**config.mk**
```make
export PLATFORM = sky130hd
export DESIGN_NAME = multilevel_feedback_tick_scheduler_flat
export DESIGN_NICKNAME = d
export VERILOG_FILES = /design/src/design/mlfq_pkg.sv /design/src/design/mlfq_arrive_if.sv /design/src/design/mlfq_run_if.sv /design/src/design/multilevel_feedback_tick_scheduler.sv /design/src/flat_wrapper.sv
export SDC_FILE = /design/constraint.sdc
export NUM_CORES = 2
export LEC_CHECK = 0
export ABC_AREA = 1
export BUFFER_PORTS_ARGS = -buffer_cell sky130_fd_sc_hd__clkbuf_2
export CAP_MARGIN = 20
export CORE_MARGIN = 2
export CORE_UTILIZATION = 25
export DETAILED_ROUTE_END_ITERATION = 10
export PLACE_DENSITY_LB_ADDON = 0.25
export SYNTH_ARGS = -nofsm -noshare
export SYNTH_HDL_FRONTEND = slang
export SYNTH_SLANG_ARGS = --single-unit
```
**constraint.sdc**
```tcl
create_clock -name clk -period 6.6 [get_ports clk]
set_input_delay 1.98 -clock clk [delete_from_list [all_inputs] [get_ports clk]]
set_output_delay 1.98 -clock clk [all_outputs]
set_load 0.01 [all_outputs]
```
**src/design/mlfq_pkg.sv**
```systemverilog
// Package for the multilevel feedback tick scheduler: sizes, the job record
// kept in the level FIFO memory, and address helpers. Has no dependencies.
`default_nettype none

package mlfq_pkg;

    // Sizing of the feedback levels and of each level FIFO.
    localparam int LEVELS     = 4;
    localparam int FIFO_DEPTH = 16;

    // Fixed field widths of the request and result payloads.
    localparam int ID_W      = 8;
    localparam int SVC_W     = 8;
    localparam int LVL_OUT_W = 2;

    // Derived widths.
    localparam int LVL_W     = $clog2(LEVELS);
    localparam int PTR_W     = $clog2(FIFO_DEPTH);
    localparam int CNT_W     = $clog2(FIFO_DEPTH + 1);
    localparam int MEM_DEPTH = LEVELS * FIFO_DEPTH;
    localparam int ADDR_W    = $clog2(MEM_DEPTH);

    // One waiting job: identifier, total service and banked ticks.
    typedef struct packed {
        logic [ID_W-1:0]  id;
        logic [SVC_W-1:0] service;
        logic [SVC_W-1:0] done;
    } job_t;

    // Memory address of slot ptr in the FIFO of level lvl.
    function automatic logic [ADDR_W-1:0] job_addr(input logic [LVL_W-1:0] lvl,
                                                   input logic [PTR_W-1:0] ptr);
        return ADDR_W'(int'(lvl) * FIFO_DEPTH + int'(ptr));
    endfunction

    // Circular pointer advance with wrap at the FIFO depth.
    function automatic logic [PTR_W-1:0] ptr_next(input logic [PTR_W-1:0] ptr);
        logic [PTR_W:0] inc;
        inc = {1'b0, ptr} + (PTR_W+1)'(1);
        return (inc == (PTR_W+1)'(FIFO_DEPTH)) ? '0 : inc[PTR_W-1:0];
    endfunction

endpackage

`default_nettype wire

```
**src/design/mlfq_arrive_if.sv**
```systemverilog
// Request channel of the scheduler: one tick with an optional arriving job.
// Depends on mlfq_pkg for the field widths.
`default_nettype none

interface mlfq_arrive_if;
    logic                         valid;
    logic                         ready;
    logic                         arrive_valid;
    logic [mlfq_pkg::ID_W-1:0]    arrive_id;
    logic [mlfq_pkg::SVC_W-1:0]   arrive_service;

    modport source (output valid, output arrive_valid, output arrive_id,
                    output arrive_service, input ready);
    modport sink   (input valid, input arrive_valid, input arrive_id,
                    input arrive_service, output ready);
endinterface

`default_nettype wire

```
**src/design/mlfq_run_if.sv**
```systemverilog
// Result channel of the scheduler: the job holding the processor in a tick.
// Depends on mlfq_pkg for the field widths.
`default_nettype none

interface mlfq_run_if;
    logic                           valid;
    logic                           ready;
    logic                           running_valid;
    logic [mlfq_pkg::ID_W-1:0]      running_id;
    logic [mlfq_pkg::LVL_OUT_W-1:0] running_level;
    logic                           dropped;

    modport source (output valid, output running_valid, output running_id,
                    output running_level, output dropped, input ready);
    modport sink   (input valid, input running_valid, input running_id,
                    input running_level, input dropped, output ready);
endinterface

`default_nettype wire

```
**src/design/multilevel_feedback_tick_scheduler.sv**
```systemverilog
// Multilevel feedback queue scheduler advanced one tick per request.
// Depends on mlfq_pkg, mlfq_arrive_if and mlfq_run_if.
//
// Usage:
//   Each request on the arrive channel is one scheduler tick; it may carry a
//   new job (id, service ticks) that joins the level-0 FIFO. For every request
//   exactly one result leaves on the result channel: the job that holds the
//   processor during that tick (or idle), the level it was taken from, and a
//   flag for a job lost to a full FIFO.
//   All waiting jobs of all levels live in one synchronous memory with one
//   write and one read port. A tick walks through the sequence: arrival push
//   and slice check, demotion push, pick of the next job, memory read, result.
//   The memory read step is taken only when a new job is read from memory;
//   the next request is taken once the result sits in the output register.
//   If the receiver stalls, a finished result waits in the output register
//   and the next tick is accepted and processed; it waits for that register
//   before writing its own result.
//   Reset clears the processor, every FIFO pointer and fill count, and the
//   output register. The memory is not cleared: entries are read only after
//   they were written.
`default_nettype none

module multilevel_feedback_tick_scheduler (
    input  logic         clk,
    input  logic         rst_n,
    mlfq_arrive_if.sink  arrive,
    mlfq_run_if.source   result
);
    import mlfq_pkg::*;

    typedef enum logic [2:0] {S_IDLE, S_DEMOTE, S_PICK, S_LOAD, S_OUT} state_t;

    localparam logic [CNT_W-1:0] FULL_CNT = CNT_W'(FIFO_DEPTH);
    localparam logic [SVC_W-1:0] TICK_MAX = '1;

    state_t               state_reg;

    // Per-level FIFO control.
    logic [PTR_W-1:0]     head_reg [LEVELS];
    logic [PTR_W-1:0]     tail_reg [LEVELS];
    logic [CNT_W-1:0]     fill_reg [LEVELS];

    // Running job.
    logic                 run_valid_reg;
    logic [ID_W-1:0]      run_id_reg;
    logic [SVC_W-1:0]     run_service_reg;
    logic [SVC_W-1:0]     run_done_reg;
    logic [SVC_W-1:0]     run_elapsed_reg;
    logic [LVL_W-1:0]     run_level_reg;

    logic                 demote_reg;
    logic                 dropped_reg;

    // Output register.
    logic                 out_valid_reg;
    logic                 out_run_valid_reg;
    logic [ID_W-1:0]      out_id_reg;
    logic [LVL_OUT_W-1:0] out_level_reg;
    logic                 out_dropped_reg;

    // Job memory.
    job_t                 job_mem [MEM_DEPTH];
    job_t                 rd_data_reg;
    logic                 mem_we;
    logic [ADDR_W-1:0]    mem_waddr;
    job_t                 mem_wdata;
    logic [ADDR_W-1:0]    mem_raddr;

    logic                 accept;
    logic                 push0;
    logic                 level0_full;
    logic                 any_waiting;
    logic [SVC_W:0]       used;
    logic                 finished;
    logic                 top;
    logic [SVC_W:0]       slice_lim;
    logic                 in_slice;
    logic                 expire;
    logic [LVL_W-1:0]     demote_lvl;
    logic                 demote_full;
    logic                 demote_push;
    logic                 pick_found;
    logic [LVL_W-1:0]     pick_lvl;
    logic                 pick_go;
    logic                 out_free;

    // Handshake.
    assign arrive.ready         = (state_reg == S_IDLE);
    assign accept               = arrive.valid && (state_reg == S_IDLE);
    assign result.valid         = out_valid_reg;
    assign result.running_valid = out_run_valid_reg;
    assign result.running_id    = out_id_reg;
    assign result.running_level = out_level_reg;
    assign result.dropped       = out_dropped_reg;
    assign out_free             = !out_valid_reg || result.ready;

    // Arrival push into level 0.
    assign level0_full = (fill_reg[0] == FULL_CNT);
    assign push0       = accept && arrive.arrive_valid && !level0_full;

    // Any job waiting after this tick's arrival.
    always_comb
    begin
        any_waiting = push0;
        for (int l = 0; l < LEVELS; l++)
        begin
            if (fill_reg[l] != '0)
            begin
                any_waiting = 1'b1;
            end
        end
    end

    // Slice and finish checks of the running job.
    assign used      = {1'b0, run_done_reg} + {1'b0, run_elapsed_reg};
    assign finished  = (used >= {1'b0, run_service_reg});
    assign top       = (run_level_reg == LVL_W'(LEVELS - 1));
    assign slice_lim = (SVC_W+1)'(1) << run_level_reg;
    assign in_slice  = top || ({1'b0, run_elapsed_reg} < slice_lim);
    assign expire    = run_valid_reg && (finished || !in_slice);

    // Demotion push into the next level.
    assign demote_lvl  = run_level_reg + LVL_W'(1);
    assign demote_full = (fill_reg[demote_lvl] == FULL_CNT);
    assign demote_push = (state_reg == S_DEMOTE) && demote_reg && !demote_full;

    // Lowest non-empty level.
    always_comb
    begin
        pick_found = 1'b0;
        pick_lvl   = '0;
        for (int l = LEVELS - 1; l >= 0; l--)
        begin
            if (fill_reg[l] != '0)
            begin
                pick_found = 1'b1;
                pick_lvl   = LVL_W'(l);
            end
        end
    end
    assign pick_go = (state_reg == S_PICK) && !run_valid_reg && pick_found;

    // Memory port selection.
    always_comb
    begin
        mem_we    = push0 || demote_push;
        mem_waddr = job_addr(demote_lvl, tail_reg[demote_lvl]);
        mem_wdata = '{id: run_id_reg, service: run_service_reg, done: run_done_reg};
        if (push0)
        begin
            mem_waddr = job_addr('0, tail_reg[0]);
            mem_wdata = '{id: arrive.arrive_id, service: arrive.arrive_service,
                          done: '0};
        end
        mem_raddr = job_addr(pick_lvl, head_reg[pick_lvl]);
    end

    // Job memory with registered read data.
    always_ff @(posedge clk)
    begin
        if (mem_we)
        begin
            job_mem[mem_waddr] <= mem_wdata;
        end
        rd_data_reg <= job_mem[mem_raddr];
    end

    // Tick sequencer, FIFO control, running job and output register.
    always_ff @(posedge clk or negedge rst_n)
    begin
        if (!rst_n)
        begin
            state_reg         <= S_IDLE;
            for (int l = 0; l < LEVELS; l++)
            begin
                head_reg[l] <= '0;
                tail_reg[l] <= '0;
                fill_reg[l] <= '0;
            end
            run_valid_reg     <= 1'b0;
            run_id_reg        <= '0;
            run_service_reg   <= '0;
            run_done_reg      <= '0;
            run_elapsed_reg   <= '0;
            run_level_reg     <= '0;
            demote_reg        <= 1'b0;
            dropped_reg       <= 1'b0;
            out_valid_reg     <= 1'b0;
            out_run_valid_reg <= 1'b0;
            out_id_reg        <= '0;
            out_level_reg     <= '0;
            out_dropped_reg   <= 1'b0;
        end
        else
        begin
            // A taken result leaves unless a new one is written in its place.
            if (result.ready && !((state_reg == S_OUT) && out_free))
            begin
                out_valid_reg <= 1'b0;
            end

            case (state_reg)
                S_IDLE:
                begin
                    if (accept)
                    begin
                        // Arrival into level 0, or drop on a full FIFO.
                        dropped_reg <= arrive.arrive_valid && level0_full;
                        demote_reg  <= 1'b0;
                        if (push0)
                        begin
                            tail_reg[0] <= ptr_next(tail_reg[0]);
                            fill_reg[0] <= fill_reg[0] + CNT_W'(1);
                        end
                        // Slice end: bank work, then finish, demote or restart.
                        if (expire)
                        begin
                            run_done_reg <= used[SVC_W-1:0];
                            if (finished)
                            begin
                                run_valid_reg <= 1'b0;
                            end
                            else if (any_waiting)
                            begin
                                demote_reg    <= 1'b1;
                                run_valid_reg <= 1'b0;
                            end
                            else
                            begin
                                run_elapsed_reg <= '0;
                            end
                        end
                        state_reg <= S_DEMOTE;
                    end
                end

                S_DEMOTE:
                begin
                    if (demote_reg && demote_full)
                    begin
                        dropped_reg <= 1'b1;
                    end
                    if (demote_push)
                    begin
                        tail_reg[demote_lvl] <= ptr_next(tail_reg[demote_lvl]);
                        fill_reg[demote_lvl] <= fill_reg[demote_lvl] + CNT_W'(1);
                    end
                    state_reg <= S_PICK;
                end

                S_PICK:
                begin
                    // The memory read of the chosen head is issued here.
                    if (pick_go)
                    begin
                        head_reg[pick_lvl] <= ptr_next(head_reg[pick_lvl]);
                        fill_reg[pick_lvl] <= fill_reg[pick_lvl] - CNT_W'(1);
                        run_level_reg      <= pick_lvl;
                        state_reg          <= S_LOAD;
                    end
                    else
                    begin
                        state_reg <= S_OUT;
                    end
                end

                S_LOAD:
                begin
                    run_valid_reg   <= 1'b1;
                    run_id_reg      <= rd_data_reg.id;
                    run_service_reg <= rd_data_reg.service;
                    run_done_reg    <= rd_data_reg.done;
                    run_elapsed_reg <= '0;
                    state_reg       <= S_OUT;
                end

                S_OUT:
                begin
                    if (out_free)
                    begin
                        out_valid_reg     <= 1'b1;
                        out_run_valid_reg <= run_valid_reg;
                        out_id_reg        <= run_valid_reg ? run_id_reg : '0;
                        out_level_reg     <= run_valid_reg ?
                                             LVL_OUT_W'(run_level_reg) : '0;
                        out_dropped_reg   <= dropped_reg;
                        if (run_valid_reg && (run_elapsed_reg != TICK_MAX))
                        begin
                            run_elapsed_reg <= run_elapsed_reg + SVC_W'(1);
                        end
                        state_reg <= S_IDLE;
                    end
                end

                default:
                begin
                    state_reg <= S_IDLE;
                end
            endcase
        end
    end

endmodule

`default_nettype wire
```
**src/flat_wrapper.sv**
```systemverilog
// flat-port wrapper written by rule: the top's interface ports become plain ports
module multilevel_feedback_tick_scheduler_flat import mlfq_pkg::*;
  (clk, rst_n, arrive_valid, arrive_arrive_valid, arrive_arrive_id, arrive_arrive_service, arrive_ready, result_valid, result_running_valid, result_running_id, result_running_level, result_dropped, result_ready);
  mlfq_arrive_if arrive_i ();
  mlfq_run_if result_i ();
  input  logic clk;
  input  logic rst_n;
  input wire logic [$bits(arrive_i.valid)-1:0] arrive_valid;
  input wire logic [$bits(arrive_i.arrive_valid)-1:0] arrive_arrive_valid;
  input wire logic [$bits(arrive_i.arrive_id)-1:0] arrive_arrive_id;
  input wire logic [$bits(arrive_i.arrive_service)-1:0] arrive_arrive_service;
  output wire logic [$bits(arrive_i.ready)-1:0] arrive_ready;
  output wire logic [$bits(result_i.valid)-1:0] result_valid;
  output wire logic [$bits(result_i.running_valid)-1:0] result_running_valid;
  output wire logic [$bits(result_i.running_id)-1:0] result_running_id;
  output wire logic [$bits(result_i.running_level)-1:0] result_running_level;
  output wire logic [$bits(result_i.dropped)-1:0] result_dropped;
  input wire logic [$bits(result_i.ready)-1:0] result_ready;
  assign arrive_i.valid = arrive_valid;
  assign arrive_i.arrive_valid = arrive_arrive_valid;
  assign arrive_i.arrive_id = arrive_arrive_id;
  assign arrive_i.arrive_service = arrive_arrive_service;
  assign arrive_ready = arrive_i.ready;
  assign result_valid = result_i.valid;
  assign result_running_valid = result_i.running_valid;
  assign result_running_id = result_i.running_id;
  assign result_running_level = result_i.running_level;
  assign result_dropped = result_i.dropped;
  assign result_i.ready = result_ready;
  multilevel_feedback_tick_scheduler u_core (.clk(clk), .rst_n(rst_n), .arrive(arrive_i), .result(result_i));
endmodule
```
Word-level counts from Yosys, hierarchy flattened. Memories as Yosys holds them, arrays and structs flattened. A register that Yosys moved wholly into a read port is not among the register bits. Cells that the tools add are included. W data, S select, Z words.

Input port bits: 21. Word-level logic and storage cells: 199. Register bits after elaboration: 105. Bits in writable memories: 1536. Memories: 1.

Memories: u_core.job_mem (words 64, width 24, rd ports 1, clocked after memory_dff 1, write ports 1, RTL line multilevel_feedback_tick_scheduler.sv:62) `job_t job_mem [MEM_DEPTH];`.

Reduce and logical (&&, ||, !) cells: 47. Shift-type cells: 1. Equal/unequal tests: 22. Magnitude comparators: 6. Add/subtract/negate cells: 11. Mux-type cells: 83. Bitwise logic cells: 2.

Operator list (count): $mux W8 (9); $mux W4 (11); $bwmux W20 (2); $mux W20 (2); $mux W5 (8); $bwmux W16 (2); $pmux W15 S2 (1); $eq A5 B5 Y1 const B (5); $mux W24 (1); $pmux W8 S3 (1); $mux W1 (22); $bmux W5 S2 (2); $demux W5 S2 (2); $reduce_bool A5 Y1 (4); $bmux W4 S2 (2); $demux W4 S2 (2); $mux W16 (1); $pmux W8 S2 (1); $add A4 B1 Y5 const B (3); $logic_and A1 B1 Y1 (15); $pmux W3 S5 (1); $pmux W5 S3 (1); $add A6 B4 Y6 (2); $ne A2 B1 Y1 const B (6); other kinds (33) (66).

Logic depth before layout (Yosys ltp).
Word-level depth: 13. Depth in mapped cells: 21. Depth with buffers taken out: 21.

Worst setup path before layout. Ideal clock, no wire load.

Path kind: input to register. Start: in arrive_valid. End: mem u_core.job_mem[0][10] in the netlist's numbering (data pin). Slack: 0.681 ns. Required time: 5.898 ns. Cell stages on the path: 7. Library setup time: 0.702 ns. Path buffers: 2. Data arrival time: 5.217 ns. Cell sequence: inv_1 -> nor2_1 -> inv_1 -> nor3_4 -> clkbuf_1 -> clkbuf_1 -> o21ai_0.

RTL lines: start: declaration (RTL line flat_wrapper.sv:8) `input wire logic [$bits(arrive_i.valid)-1:0] arrive_valid;`; end: declaration (RTL line multilevel_feedback_tick_scheduler.sv:62).

Final worst setup path.
Start: reg u_core.run_level_reg[0]. End: mem u_core.job_mem[47][0] in the netlist's numbering (enable).

Longest elaborated chain between the ends: 11.

Ends and longest elaborated chain: start: declaration (RTL line multilevel_feedback_tick_scheduler.sv:49) `logic [LVL_W-1:0] run_level_reg;`; start signal: assignment (RTL line multilevel_feedback_tick_scheduler.sv:258) `run_level_reg <= pick_lvl;`; $add A2 B1 Y2 (*) (RTL line multilevel_feedback_tick_scheduler.sv:123) `assign demote_lvl = run_level_reg + LVL_W'(1);`; parallel branches: the longest is 10 deep, another holds $add A6 B4 Y6.

Every way passes the cells marked *. The select of a mux whose other input is x is not followed.

==> qor.yml <==
status: "finished, final reports clean"
drt-total-wl_um: 240000
cts_root_buffer: "clkbuf_16"
numCtsBuffers: 185
period_share: 0.833
num_vias: 51125
port_buffers: 34
top_usage_layer: "met2"
rsz0062_at_grt: "no"
ys_types: 57
cts-htree-levels: 4
postLayoutCellArea_mm2: 0.0863
vias_per_cell: 4.43
post_cts_buffers: 0
ys_seq_area_frac: 0.656
grtUsageTotal: 0.154
place_inst: 11200
ant_nets: 0
antenna_found_initial: 17
synth_nets: 7457
dp_hpwl_um: 142000
final_hold_viol_count: 0
endpoint_kind: "register"
cts_buffer_depth: 3
die_area_mm2: 0.304
peakVddDrop_v: 0.000489
grt_pass1_vias: 47800
die_h_um: 552
fin_tns_setup_ns: 0
clock_skew_ns: 0.0501
synthTopCellsByCount: "nand2_1, edfxtp_1, inv_1"
die_w_um: 552
synth_edf_count: 1536
gr-total-overflow: 0
area_delta_synth_final_pct: 15.1
clk_latency_ns: 0.86
ys_async_sr_fraction: 0.0631
drv_cap: 0
cp_max_fo: 25
drive_gt1_frac: 0.0796
syn_area_mm2: 0.0750
hold_class: "register to register"
power.density_mw_per_mm2: 445
timing.rr.end: "u_core.job_mem[47][0]"
setup_viol: 0
fillers: 31093
drv_slew: 0
ys_warn_count: 0
grtUsageMet3: 0.0215
grtUsageMet1: 0.224
crit_arrival_ns: 6.02
hold_buffers: 0
synthTopCellsByArea: "edfxtp_1, nand3_1, nand2_1"
coreArea_mm2: 0.299
clk_pin_slew_worst_paths_ns: 0.06
io_pins: 35
leakage_nw: 35.6
drc: 0
avgSynthCellArea_um2: 10.1
grt_pass1_wl_um: 344000
worst_slew_margin_rel: 0.246
cp-start-kind: "register"
synth_top_area_share: 0.615
nNetsFinal: 7485
first_pass_iters: 6
avgRoutedWirePerCell_um: 20.8
r2r_start: "u_core.run_level_reg[0]"
synth_top_area_cell: "edfxtp_1"
grt_use_met2: 0.235
worst_pin_slew_ns: 1.13
placed_area_mm2: 0.0804
rrSetupSlack_ns: 1.10
final.min_clock_period_ns: 5.50
crit_end: "u_core.job_mem[47][0]"
path_class: "register to register"
crit_start: "u_core.run_level_reg[0]"
synth_ff_type: "edfxtp_1"
crit_required_ns: 7.12
synth-seq-cells: 1665
numClockSinks: 1665
rows: 201
stdcell_count: 11539
yosysMostFrequentCell: "nand2_1"
largest_reg_flops: 1536
cts_repair_resize_count: 0
grt_max_degree: 186
place.gp.congestion: 0.853
cts_tree: "built"
initial_core_util: 0.251
drt-initial-drc-count: 5495
ff2ff_path_depth: 13
synthCells: 7402
max_freq_mhz: 182
==> per-layer routing <==
layer  part of all wire  vias up
li1                   -    24180
met5                  0        -
met2               0.44     1613
met4              0.033        0
met3              0.062      349
met1               0.47    24983
==> final cells by class <==
cell class                 count  area (um^2)  share of cell area
timing repair buffer         212         2000              0.0232
tap                         3958         4950              0.0574
multi-input combinational   3871        18600               0.216
inverter                    1495         5650              0.0654
antenna                        3         7.51           0.0000870
clock buffer                 242         4880              0.0566
sequential                  1665        49200               0.570
clock inverter                93          965              0.0112
==> how the worst min path moves through the flow <==
stage | from | to | cells after the start
CTS | u_core.result.running_valid | u_core.result.running_valid | 2
global placement | u_core.result.running_valid | u_core.result.running_valid | 2
global route | u_core.rd_data_reg[18] | u_core.run_id_reg[2] | 2
finish | u_core.result.running_valid | u_core.result.running_valid | 2
floorplan | u_core.rd_data_reg[8] | u_core.run_service_reg[0] | 1
detailed placement | u_core.result.running_valid | u_core.result.running_valid | 2
==> layout by cell type (no fill, tap or decap), types with 11 or more instances in the layout <==
master / synthesis / layout
a21oi_1: 55 / 55
nand3_1: 1419 / 1417
clkbuf_2: 0 / 33
nor2_4: 5 / 13
o21ai_1: 11 / 11
edfxtp_1: 1536 / 1536
dfxtp_1: 24 / 24
clkinv_1: 2 / 35
clkbuf_1: 61 / 54
buf_4: 64 / 140
buf_12: 0 / 38
nor2_2: 3 / 67
o21ai_4: 0 / 16
ha_1: 33 / 33
clkbuf_16: 0 / 186
inv_1: 1479 / 1479
xor2_1: 15 / 15
bufinv_16: 0 / 12
nor2_1: 157 / 85
dfrtp_1: 105 / 105
o21ai_0: 98 / 83
nand2_1: 1762 / 1760
nand3b_1: 216 / 216
clkinv_2: 0 / 30
==> cells by family (layout without fill, tap and decap cells) <==
| logic type | after synthesis | count (layout) | synth area share |
|---|---|---|---|
| and+or+nand+nor | 3600 | 3600 | 0.217 |
| buffers and inverters | 1866 | 2042 | 0.101 |
| DFF | 1665 | 1665 | 0.656 |
| AOI/OAI and AO/OA | 211 | 211 | 0.0160 |
| adders and majority gates | 34 | 34 | 0.00577 |
| xor gates and xnor gates | 19 | 19 | 0.00222 |
| muxes | 7 | 7 | 0.00100 |
| other | 0 | 3 | 0 |
==> critical path, stage by stage, from the launching register on <==
cell,delay [ns]
dfrtp_1,0.92
inv_1,0.14
ha_1,0.52
inv_1,0.51
a21oi_1,0.06
o21ai_0,0.11
nand2_1,0.19
ha_1,0.23
nand3_1,0.12
nand3_1,0.35
nand2_1,0.30
nand3_1,0.59
nor2_2,0.73
buf_4,0.38
==> stage by stage <==
stage	total power, W	hold slack (ns)	worst slack (ns)	utilization
CTS	0.0387	0.474	1.25	0.288
floorplan	0.0218	0.440	0.681	-
global route	0.0401	0.497	0.813	0.288
detailed placement	0.0286	0.460	0.976	0.269
global placement	0.0285	0.456	0.919	0.269
finish	0.0384	0.472	1.10	0.288
==> report_power, final <==
group	switching (W)	internal (W)
Sequential	0.000285	0.0133
Clock	0.00437	0.00570
Combinational	0.0114	0.00329
Power figures use the tool's default switching activity.
